### src/hdl/amct_pkg.sv
// types, codes and widths shared by the affine matrix unit
package amct_pkg;

  localparam int unsigned VALUE_WIDTH = 32;

  typedef enum logic [1:0] {
    OP_CLEAR     = 2'd0,
    OP_LOAD      = 2'd1,
    OP_COMPOSE   = 2'd2,
    OP_TRANSFORM = 2'd3
  } op_e;

  localparam logic [1:0] LAST_ROW  = 2'd2;
  localparam logic [1:0] LAST_TERM = 2'd3;
  localparam logic [1:0] LAST_COL  = 2'd3;

  typedef struct packed {
    op_e                            operation;
    logic [1:0]                     row_index;
    logic signed [VALUE_WIDTH-1:0]  value0;
    logic signed [VALUE_WIDTH-1:0]  value1;
    logic signed [VALUE_WIDTH-1:0]  value2;
    logic signed [VALUE_WIDTH-1:0]  value3;
  } in_item_t;

  typedef struct packed {
    logic signed [VALUE_WIDTH-1:0]  out_x;
    logic signed [VALUE_WIDTH-1:0]  out_y;
    logic signed [VALUE_WIDTH-1:0]  out_z;
    logic signed [VALUE_WIDTH-1:0]  out_w;
    logic                           overflow;
  } out_item_t;

  typedef struct packed {
    logic       take_item;
    logic       do_clear;
    logic       do_load;
    logic       latch_row;
    logic       mac_valid;
    logic       mac_first;
    logic       mac_last;
    logic       publish;
    logic [1:0] row;
    logic [1:0] col;
    logic [1:0] term;
  } dp_cmd_t;

  typedef struct packed {
    op_e  op;
    logic pipe_busy;
    logic out_free;
  } dp_status_t;

endpackage

### src/hdl/amct_ctrl.sv
// sequencer: steps rows, columns and terms of the dot products
module amct_ctrl (
  input  logic                  clk_i,
  input  logic                  rst_ni,
  input  logic                  in_valid_i,
  output logic                  in_ready_o,
  input  amct_pkg::dp_status_t  status_i,
  output amct_pkg::dp_cmd_t     cmd_o
);
  import amct_pkg::*;

  localparam logic [2:0] S_IDLE     = 3'd0;
  localparam logic [2:0] S_DISPATCH = 3'd1;
  localparam logic [2:0] S_ROW      = 3'd2;
  localparam logic [2:0] S_MAC      = 3'd3;
  localparam logic [2:0] S_DRAIN    = 3'd4;
  localparam logic [2:0] S_PUB      = 3'd5;

  logic [2:0] state_q, state_d;
  logic [1:0] row_q, row_d;
  logic [1:0] col_q, col_d;
  logic [1:0] term_q, term_d;
  logic [1:0] last_col;

  // a transform has one dot product per row, a compose has four
  assign last_col = (status_i.op == OP_COMPOSE) ? LAST_COL : 2'd0;

  always_comb begin
    state_d    = state_q;
    row_d      = row_q;
    col_d      = col_q;
    term_d     = term_q;
    in_ready_o = 1'b0;
    cmd_o      = '0;
    cmd_o.row  = row_q;
    cmd_o.col  = col_q;
    cmd_o.term = term_q;
    unique case (state_q)
      S_IDLE: begin
        in_ready_o = 1'b1;
        if (in_valid_i) begin
          cmd_o.take_item = 1'b1;
          row_d           = 2'd0;
          col_d           = 2'd0;
          term_d          = 2'd0;
          state_d         = S_DISPATCH;
        end
      end
      S_DISPATCH: begin
        unique case (status_i.op) inside
          OP_CLEAR: begin
            cmd_o.do_clear = 1'b1;
            state_d        = S_IDLE;
          end
          OP_LOAD: begin
            cmd_o.do_load = 1'b1;
            state_d       = S_IDLE;
          end
          OP_COMPOSE, OP_TRANSFORM: begin
            state_d = S_ROW;
          end
          default: begin
            state_d = S_IDLE;
          end
        endcase
      end
      S_ROW: begin
        cmd_o.latch_row = 1'b1;
        state_d         = S_MAC;
      end
      S_MAC: begin
        cmd_o.mac_valid = 1'b1;
        cmd_o.mac_first = (term_q == 2'd0);
        cmd_o.mac_last  = (term_q == LAST_TERM);
        term_d          = term_q + 2'd1;
        if (term_q == LAST_TERM) begin
          if (col_q == last_col) begin
            col_d = 2'd0;
            if (row_q == LAST_ROW) begin
              state_d = S_DRAIN;
            end else begin
              row_d   = row_q + 2'd1;
              state_d = S_ROW;
            end
          end else begin
            col_d = col_q + 2'd1;
          end
        end
      end
      S_DRAIN: begin
        if (!status_i.pipe_busy) begin
          state_d = (status_i.op == OP_TRANSFORM) ? S_PUB : S_IDLE;
        end
      end
      S_PUB: begin
        if (status_i.out_free) begin
          cmd_o.publish = 1'b1;
          state_d       = S_IDLE;
        end
      end
      default: begin
        state_d = S_IDLE;
      end
    endcase
  end

  always_ff @(posedge clk_i or negedge rst_ni) begin
    if (!rst_ni) begin
      state_q <= S_IDLE;
      row_q   <= 2'd0;
      col_q   <= 2'd0;
      term_q  <= 2'd0;
    end else begin
      state_q <= state_d;
      row_q   <= row_d;
      col_q   <= col_d;
      term_q  <= term_d;
    end
  end

endmodule

### src/hdl/amct_dp.sv
// datapath: matrices, shared multiply-accumulate, saturation and output word
module amct_dp #(
  parameter int unsigned FRACTION_BITS = 16
) (
  input  logic                  clk_i,
  input  logic                  rst_ni,
  input  amct_pkg::in_item_t    in_data_i,
  input  amct_pkg::dp_cmd_t     cmd_i,
  output amct_pkg::dp_status_t  status_o,
  output logic                  out_valid_o,
  input  logic                  out_ready_i,
  output amct_pkg::out_item_t   out_data_o
);
  import amct_pkg::*;

  localparam int unsigned VW = VALUE_WIDTH;
  localparam int unsigned PW = 2 * VW;
  localparam int unsigned SW = PW + 2;
  localparam logic signed [VW-1:0] VMAX = {1'b0, {(VW-1){1'b1}}};
  localparam logic signed [VW-1:0] VMIN = {1'b1, {(VW-1){1'b0}}};
  // 1.0, clamped when it does not fit the word
  localparam logic signed [VW-1:0] UNITY =
    (FRACTION_BITS < VW - 1) ? (VW'(1) << FRACTION_BITS) : VMAX;

  in_item_t              item_q;
  logic signed [VW-1:0]  acc_q  [3][4];
  logic signed [VW-1:0]  stg_q  [3][4];
  logic signed [VW-1:0]  arow_q [4];
  logic signed [VW-1:0]  res_q  [3];
  logic                  cov_q;
  logic                  tsat_q;

  logic signed [VW-1:0]  op_a, op_b, pt_val;
  logic signed [PW-1:0]  prod_q;
  logic                  prod_v_q, prod_first_q, prod_last_q;
  logic [1:0]            prod_row_q, prod_col_q;
  logic signed [SW-1:0]  sum_q, sum_d;
  logic                  sum_v_q;
  logic [1:0]            sum_row_q, sum_col_q;

  logic signed [SW-1:0]  shifted;
  logic                  sat;
  logic signed [VW-1:0]  fin;

  out_item_t             out_q;
  logic                  out_v_q;
  logic                  is_compose;

  assign is_compose = (item_q.operation == OP_COMPOSE);

  // operand selection for the current term
  always_comb begin
    case (cmd_i.term)
      2'd0:    pt_val = item_q.value0;
      2'd1:    pt_val = item_q.value1;
      2'd2:    pt_val = item_q.value2;
      default: pt_val = item_q.value3;
    endcase
    op_a = arow_q[cmd_i.term];
    if (!is_compose) begin
      op_b = pt_val;
    end else if (cmd_i.term != LAST_TERM) begin
      op_b = stg_q[cmd_i.term][cmd_i.col];
    end else begin
      // fixed bottom row of the staging matrix
      op_b = (cmd_i.col == LAST_COL) ? UNITY : '0;
    end
  end

  assign sum_d = prod_first_q ? SW'(prod_q) : sum_q + SW'(prod_q);

  // drop the fraction bits, then clamp to the word
  always_comb begin
    shifted = sum_q >>> FRACTION_BITS;
    sat     = !((&shifted[SW-1:VW-1]) || !(|shifted[SW-1:VW-1]));
    if (sat) begin
      fin = shifted[SW-1] ? VMIN : VMAX;
    end else begin
      fin = shifted[VW-1:0];
    end
  end

  // payload and pipeline data
  always_ff @(posedge clk_i) begin
    if (cmd_i.take_item) begin
      item_q <= in_data_i;
    end
    if (cmd_i.latch_row) begin
      for (int k = 0; k < 4; k++) begin
        arow_q[k] <= acc_q[cmd_i.row][k];
      end
    end
    if (cmd_i.mac_valid) begin
      prod_q       <= op_a * op_b;
      prod_first_q <= cmd_i.mac_first;
      prod_last_q  <= cmd_i.mac_last;
      prod_row_q   <= cmd_i.row;
      prod_col_q   <= cmd_i.col;
    end
    if (prod_v_q) begin
      sum_q     <= sum_d;
      sum_row_q <= prod_row_q;
      sum_col_q <= prod_col_q;
    end
    if (sum_v_q && !is_compose) begin
      res_q[sum_row_q] <= fin;
    end
    if (cmd_i.publish) begin
      out_q.out_x    <= res_q[0];
      out_q.out_y    <= res_q[1];
      out_q.out_z    <= res_q[2];
      out_q.out_w    <= item_q.value3;
      out_q.overflow <= tsat_q | cov_q;
    end
  end

  // matrix state and control flags
  always_ff @(posedge clk_i or negedge rst_ni) begin
    if (!rst_ni) begin
      for (int r = 0; r < 3; r++) begin
        for (int c = 0; c < 4; c++) begin
          acc_q[r][c] <= (r == c) ? UNITY : '0;
          stg_q[r][c] <= (r == c) ? UNITY : '0;
        end
      end
      cov_q    <= 1'b0;
      tsat_q   <= 1'b0;
      prod_v_q <= 1'b0;
      sum_v_q  <= 1'b0;
      out_v_q  <= 1'b0;
    end else begin
      prod_v_q <= cmd_i.mac_valid;
      sum_v_q  <= prod_v_q & prod_last_q;
      if (cmd_i.take_item) begin
        tsat_q <= 1'b0;
      end else if (sum_v_q && !is_compose && sat) begin
        tsat_q <= 1'b1;
      end
      if (cmd_i.do_clear) begin
        for (int r = 0; r < 3; r++) begin
          for (int c = 0; c < 4; c++) begin
            acc_q[r][c] <= (r == c) ? UNITY : '0;
          end
        end
        cov_q <= 1'b0;
      end else if (sum_v_q && is_compose) begin
        acc_q[sum_row_q][sum_col_q] <= fin;
        if (sat) begin
          cov_q <= 1'b1;
        end
      end
      // row index three is the fixed bottom row and is not stored
      if (cmd_i.do_load && item_q.row_index <= LAST_ROW) begin
        stg_q[item_q.row_index][0] <= item_q.value0;
        stg_q[item_q.row_index][1] <= item_q.value1;
        stg_q[item_q.row_index][2] <= item_q.value2;
        stg_q[item_q.row_index][3] <= item_q.value3;
      end
      if (cmd_i.publish) begin
        out_v_q <= 1'b1;
      end else if (out_ready_i) begin
        out_v_q <= 1'b0;
      end
    end
  end

  assign status_o.op        = item_q.operation;
  assign status_o.pipe_busy = prod_v_q | sum_v_q;
  assign status_o.out_free  = !out_v_q | out_ready_i;

  assign out_valid_o = out_v_q;
  assign out_data_o  = out_q;

endmodule

### src/hdl/affine_matrix_compose_and_transform.sv
// top level of the affine 4x4 matrix compose and transform unit
//
//   port group   direction  word          handshake
//   in_*         in         in_item_t     in_valid_i / in_ready_o
//   out_*        out        out_item_t    out_valid_o / out_ready_i
//
// clear and load end in the dispatch state; transform and compose step the rows
// and drain the pipeline before the next word is taken; one signed multiplier is
// shared by every dot product, one product per cycle save between rows, in a three-deep pipeline.
// reset puts both matrices at identity and clears the overflow flag.
// a finished transform word sits in the output register while the next word is
// taken; a later transform waits for that register to free up.
module affine_matrix_compose_and_transform #(
  parameter int unsigned FRACTION_BITS = 16
) (
  input  logic                 clk_i,
  input  logic                 rst_ni,
  input  logic                 in_valid_i,
  output logic                 in_ready_o,
  input  amct_pkg::in_item_t   in_data_i,
  output logic                 out_valid_o,
  input  logic                 out_ready_i,
  output amct_pkg::out_item_t  out_data_o
);
  import amct_pkg::*;

  dp_cmd_t    cmd;
  dp_status_t status;

  amct_ctrl u_ctrl (
    .clk_i      (clk_i),
    .rst_ni     (rst_ni),
    .in_valid_i (in_valid_i),
    .in_ready_o (in_ready_o),
    .status_i   (status),
    .cmd_o      (cmd)
  );

  amct_dp #(
    .FRACTION_BITS (FRACTION_BITS)
  ) u_dp (
    .clk_i       (clk_i),
    .rst_ni      (rst_ni),
    .in_data_i   (in_data_i),
    .cmd_i       (cmd),
    .status_o    (status),
    .out_valid_o (out_valid_o),
    .out_ready_i (out_ready_i),
    .out_data_o  (out_data_o)
  );

endmodule
### config.mk
export PLATFORM = sky130hd
export DESIGN_NAME = affine_matrix_compose_and_transform
export DESIGN_NICKNAME = d
export VERILOG_FILES = /design/src/hdl/amct_pkg.sv /design/src/hdl/amct_ctrl.sv /design/src/hdl/amct_dp.sv /design/src/hdl/affine_matrix_compose_and_transform.sv
export SDC_FILE = /design/constraint.sdc
export NUM_CORES = 2
export LEC_CHECK = 0
export ABC_AREA = 1
export BUFFER_PORTS_ARGS = -buffer_cell sky130_fd_sc_hd__buf_2
export CAP_MARGIN = 15
export CORE_AREA = 2 2 451 453
export DETAILED_ROUTE_END_ITERATION = 6
export DIE_AREA = 0 0 453 455
export GPL_ROUTABILITY_DRIVEN = 1
export MAX_ROUTING_LAYER = met4
export PLACE_DENSITY = 0.69
export SYNTH_ARGS = -nofsm -noshare
export SYNTH_HDL_FRONTEND = slang
export SYNTH_SLANG_ARGS = --single-unit
### constraint.sdc
create_clock -name clk_i -period 8.61 [get_ports clk_i]
set_clock_uncertainty 0.05 [all_clocks]
set_input_delay 0 -clock clk_i [delete_from_list [all_inputs] [get_ports clk_i]]
set_output_delay 0 -clock clk_i [all_outputs]
set_load 0.01 [all_outputs]
==> run_results.csv <==
group,metric,value,unit
clock_network,cts-htree-levels,4,
die,die_area,0.206,sq mm
route,detail_route.iter0.violations,9183,
worst_setup_path,worst-r2r-cell-count,36,
die,initial_core_util,49.7,%
worst_setup_path,critical_path_cell_count,36,
timing,slew_headroom,24.6,%
outcome,outcome,"complete, but fails checks",
synth,syn_area_per_cell,8.99,sq um
timing,fmax,116,MHz
synth,synthesis.instances,11100,
timing,rsz0062_at_grt,"true",
outcome,failed_checks,"DRC",
worst_setup_path,endpoint_kind,"flop",
route,post_route_drc_violation_count,6,
job,maximum_capacitance_violations,0,
synth,synth-async-reset-ratio,55.6,%
synth,synth-edff-count,625,
grt,overflow,0,
synth,seq_area_frac_synth,38.3,%
die,fp.dieH,455,um
route,detail_route.first_pass.iterations,7,
timing,worst-slew-pin-transition,1130,ps
place,port_buffers,266,
place,place_hpwl,253,mm
timing,final-setup-viol-count,0,
die,floorplan.io_pins,267,
die,rows,165,
finish,fin_area,0.121,sq mm
finish,final_net_count,13600,
grt,grt_pass1_vias,85400,
die,die_width,453,um
clock_network,cts.root.buffer_cell,"sky130_fd_sc_hd__clkbuf_16",
clock_network,clkSlewWorstSetupHoldPaths,60,ps
timing,final_hold_viol_count,0,
clock_network,clock_buffers_created_by_tritoncts,148,
worst_setup_path,critPathKind,"reg -> reg",
finish,drive_above_1_share,16.4,%
worst_setup_path,critPathBufInv,16,
worst_setup_path,worst_ep_arrival_time,9140,ps
synth,yosys.cell_types.count,60,
clock_network,max-clock-path-buffers,3,
synth,synth.cell_area,0.100,sq mm
finish,area_delta_synth_final,20.7,%
die,fp.coreArea,0.201,sq mm
min_path,min_delay_worst_type,"in -> reg",
clock_network,clkSinkCount,1407,
timing,layout_worst_path_cycle_share,99.8,%
worst_setup_path,worst_path_largest_cell_delay,620,ps
synth,synth_flop_cell,"sky130_fd_sc_hd__dfrtp_1",
clock_network,clock_latency,840,ps
worst_setup_path,critical-path-slowest-cell,"sky130_fd_sc_hd__fa_2",
worst_setup_path,critPathTopFamily,"adder cells",
synth,synth_warnings,0,
timing,fin_crit,8590,ps
timing,timing_max_transition_violations_final,0,
place,placed_cell_area,0.110,sq mm
grt,grt_pass1_wl,522,mm
place,routability_cong,1.02,
grt,grt_antenna_before_repair,6,
synth,ys_seq_elements,1407,
synth,mappedNetlistNets,12600,
worst_setup_path,cp.required,9160,ps
worst_setup_path,critPathMaxFanout,11,
route,ant_nets,0,
min_path,worstHoldPathCells,5,
route,route.detailed.vias_per_inst,5.61,
grt,grt_util_all_layers,34.7,%
timing,final.hold.worst_slack,102,ps
route,dr_total_vias,83800,
worst_setup_path,critical_path.startpoint_type,"flop",
grt,grt_start_max_net_pins,180,
route,detail_route.wl_per_cell,23.3,um
route,routed_wl,348,mm
clock_network,tritoncts,"yes",
## kinds of logic (layout without fill, tap and decap cells)
kind of cell	Yosys count	count (layout)	share of synthesized area [%]
simple gates	4236	4236	17.1
other cells	0	7	0
compound gates	1686	1686	9.21
flops	1407	1407	38.3
xor+xnor	69	69	0.604
buf+inv	2389	3515	9.85
fa+ha+maj	1339	1339	24.9
## registers in the layout, summed over array words and instances (netlist names), 2 cells and up
name             flops
u_dp.sum_col_q       2
u_dp.arow_q        128
u_ctrl.row_q         2
u_dp.prod_col_q      2
u_dp.res_q          96
u_ctrl.col_q         2
u_ctrl.term_q        2
out_data_o          96
u_ctrl.state_q       3
u_dp.status_o        2
u_dp.out_data_o     33
u_dp.stg_q         384
u_dp.sum_row_q       2
u_dp.item_q        130
u_dp.acc_q         384
u_dp.sum_q          66
u_dp.prod_q         64
u_dp.prod_row_q      2
## final timing paths
check / from / endpoint / slack [ps]
hold reg to reg: u_dp.res_q[1][20]$_DFFE_PP_ / out_data_o[85]$_DFFE_PP_ / 360
setup reg to reg: u_ctrl.term_q[1]$_DFFE_PN0P_ / u_dp.prod_q[62]$_DFFE_PP_ / 20
min in group asynchronous: rst_ni / u_dp.acc_q[49]$_DFFE_PN0P_ / 350
hold / removal: out_ready_i / u_dp.out_valid_o$_DFFE_PN0P_ / 100
max in group asynchronous: rst_ni / u_ctrl.col_q[0]$_DFFE_PN0P_ / 6440
setup / recovery: u_ctrl.term_q[1]$_DFFE_PN0P_ / u_dp.prod_q[62]$_DFFE_PP_ / 20
## through the flow
step           utilization [%]  instances  TNS (ps)  worst slack [ps]
2_1_floorplan                -      11100         0              18.5
3_3_place_gp              54.5      14300    -10710              -748
3_5_place_dp              54.5      14300    -10840              -675
4_1_cts                   58.6      14800     -27.4             -27.4
5_1_grt                   60.0      14900     -2640              -190
6_report                  60.0      14900         0              20.4
## worst register-to-register path, delay by kind of cell (launching register included)
| kind | cells | cell delay [ps] |
|---|---|---|
| buf+inv | 16 | 1770 |
| compound gates | 2 | 330 |
| simple gates | 8 | 960 |
| flops | 1 | 530 |
| fa+ha+maj | 10 | 4690 |
## Yosys cell counts, types with 13 or more instances
library cell / count / area, sq um
sky130_fd_sc_hd__or2_2: 99 / 619
sky130_fd_sc_hd__buf_2: 222 / 1110
sky130_fd_sc_hd__ha_1: 256 / 3200
sky130_fd_sc_hd__xor2_1: 44 / 385
sky130_fd_sc_hd__inv_2: 38 / 143
sky130_fd_sc_hd__nor2_1: 902 / 3390
sky130_fd_sc_hd__xnor2_1: 25 / 219
sky130_fd_sc_hd__o221ai_1: 27 / 236
sky130_fd_sc_hd__nor4_1: 20 / 125
sky130_fd_sc_hd__o21ai_0: 1090 / 5460
sky130_fd_sc_hd__nand4_1: 40 / 250
sky130_fd_sc_hd__a32oi_1: 13 / 114
sky130_fd_sc_hd__o22ai_1: 28 / 175
sky130_fd_sc_hd__o21bai_1: 28 / 210
sky130_fd_sc_hd__clkbuf_1: 210 / 788
sky130_fd_sc_hd__a22oi_1: 15 / 113
sky130_fd_sc_hd__fa_1: 1083 / 21700
sky130_fd_sc_hd__nand3b_1: 24 / 180
sky130_fd_sc_hd__edfxtp_1: 625 / 18800
sky130_fd_sc_hd__buf_4: 67 / 503
sky130_fd_sc_hd__inv_1: 1779 / 6680
sky130_fd_sc_hd__a32oi_2: 13 / 211
sky130_fd_sc_hd__nor3_1: 19 / 95.1
sky130_fd_sc_hd__buf_1: 23 / 86.3
sky130_fd_sc_hd__nand2_2: 13 / 81.3
sky130_fd_sc_hd__a21oi_1: 404 / 2020
sky130_fd_sc_hd__nand3_1: 485 / 2430
sky130_fd_sc_hd__dfrtp_1: 776 / 19400
sky130_fd_sc_hd__buf_6: 44 / 495
sky130_fd_sc_hd__nand2_1: 2609 / 9790
## cell usage in the layout (no fill, tap or decap), types with 22 or more instances in the layout
| cell type | n |
|---|---|
| sky130_fd_sc_hd__ha_1 | 210 |
| sky130_fd_sc_hd__o221ai_1 | 22 |
| sky130_fd_sc_hd__fa_1 | 1021 |
| sky130_fd_sc_hd__ha_4 | 42 |
| sky130_fd_sc_hd__dlygate4sd3_1 | 268 |
| sky130_fd_sc_hd__xnor2_1 | 24 |
| sky130_fd_sc_hd__buf_2 | 265 |
| sky130_fd_sc_hd__nand3_1 | 473 |
| sky130_fd_sc_hd__nor2_4 | 31 |
| sky130_fd_sc_hd__nand2_2 | 51 |
| sky130_fd_sc_hd__inv_1 | 1722 |
| sky130_fd_sc_hd__dfrtp_1 | 770 |
| sky130_fd_sc_hd__buf_4 | 682 |
| sky130_fd_sc_hd__o21ai_0 | 1047 |
| sky130_fd_sc_hd__a21oi_1 | 360 |
| sky130_fd_sc_hd__xor2_1 | 39 |
| sky130_fd_sc_hd__nand2_1 | 2558 |
| sky130_fd_sc_hd__nor2_1 | 798 |
| sky130_fd_sc_hd__fa_2 | 62 |
| sky130_fd_sc_hd__clkbuf_16 | 164 |
| sky130_fd_sc_hd__clkinv_2 | 25 |
| sky130_fd_sc_hd__buf_6 | 23 |
| sky130_fd_sc_hd__edfxtp_1 | 625 |
| sky130_fd_sc_hd__inv_2 | 64 |
| sky130_fd_sc_hd__clkbuf_1 | 33 |
| sky130_fd_sc_hd__nor2_2 | 76 |
| sky130_fd_sc_hd__or2_2 | 99 |
| sky130_fd_sc_hd__buf_12 | 152 |
| sky130_fd_sc_hd__nand3b_1 | 24 |
| sky130_fd_sc_hd__a21oi_2 | 40 |
| sky130_fd_sc_hd__o22ai_1 | 25 |
| sky130_fd_sc_hd__nand4_1 | 40 |
| sky130_fd_sc_hd__o21ai_1 | 43 |
## area by class of cell
cell class / count / area [sq um]
timing repair buffer: 1418 / 13100
tap: 2672 / 3340
sequential: 1407 / 38400
fill: 16800 / 80500
clock inverter: 75 / 941
clock buffer: 201 / 4150
antenna: 7 / 17.5
inverter: 1821 / 6990
multi-input combinational: 7330 / 53900
## metal layers
| metal | GRT usage (%) | vias to the layer above | wire length [um] |
|---|---|---|---|
| met5 | - | - | 0 |
| met4 | 16.1 | 0 | 18900 |
| met3 | 5.96 | 857 | 32400 |
| met2 | 52.5 | 4456 | 159000 |
| met1 | 45.8 | 41800 | 138000 |
| li1 | - | 36800 | - |
## what timing repair did
item | CTS | global route
pin swaps | 9 | 199
hold endpoints to repair | 627 | 0
setup buffers | 6 | 73
cloned | 2 | 12
gates resized for setup | 91 | 510
hold buffers | 269 | 0
endpoints found under the setup margin | 41 | 46
Power is left out: the tool's default activity adds up to more than one toggle a clock period on the data nets, which glitch-free logic cannot reach.
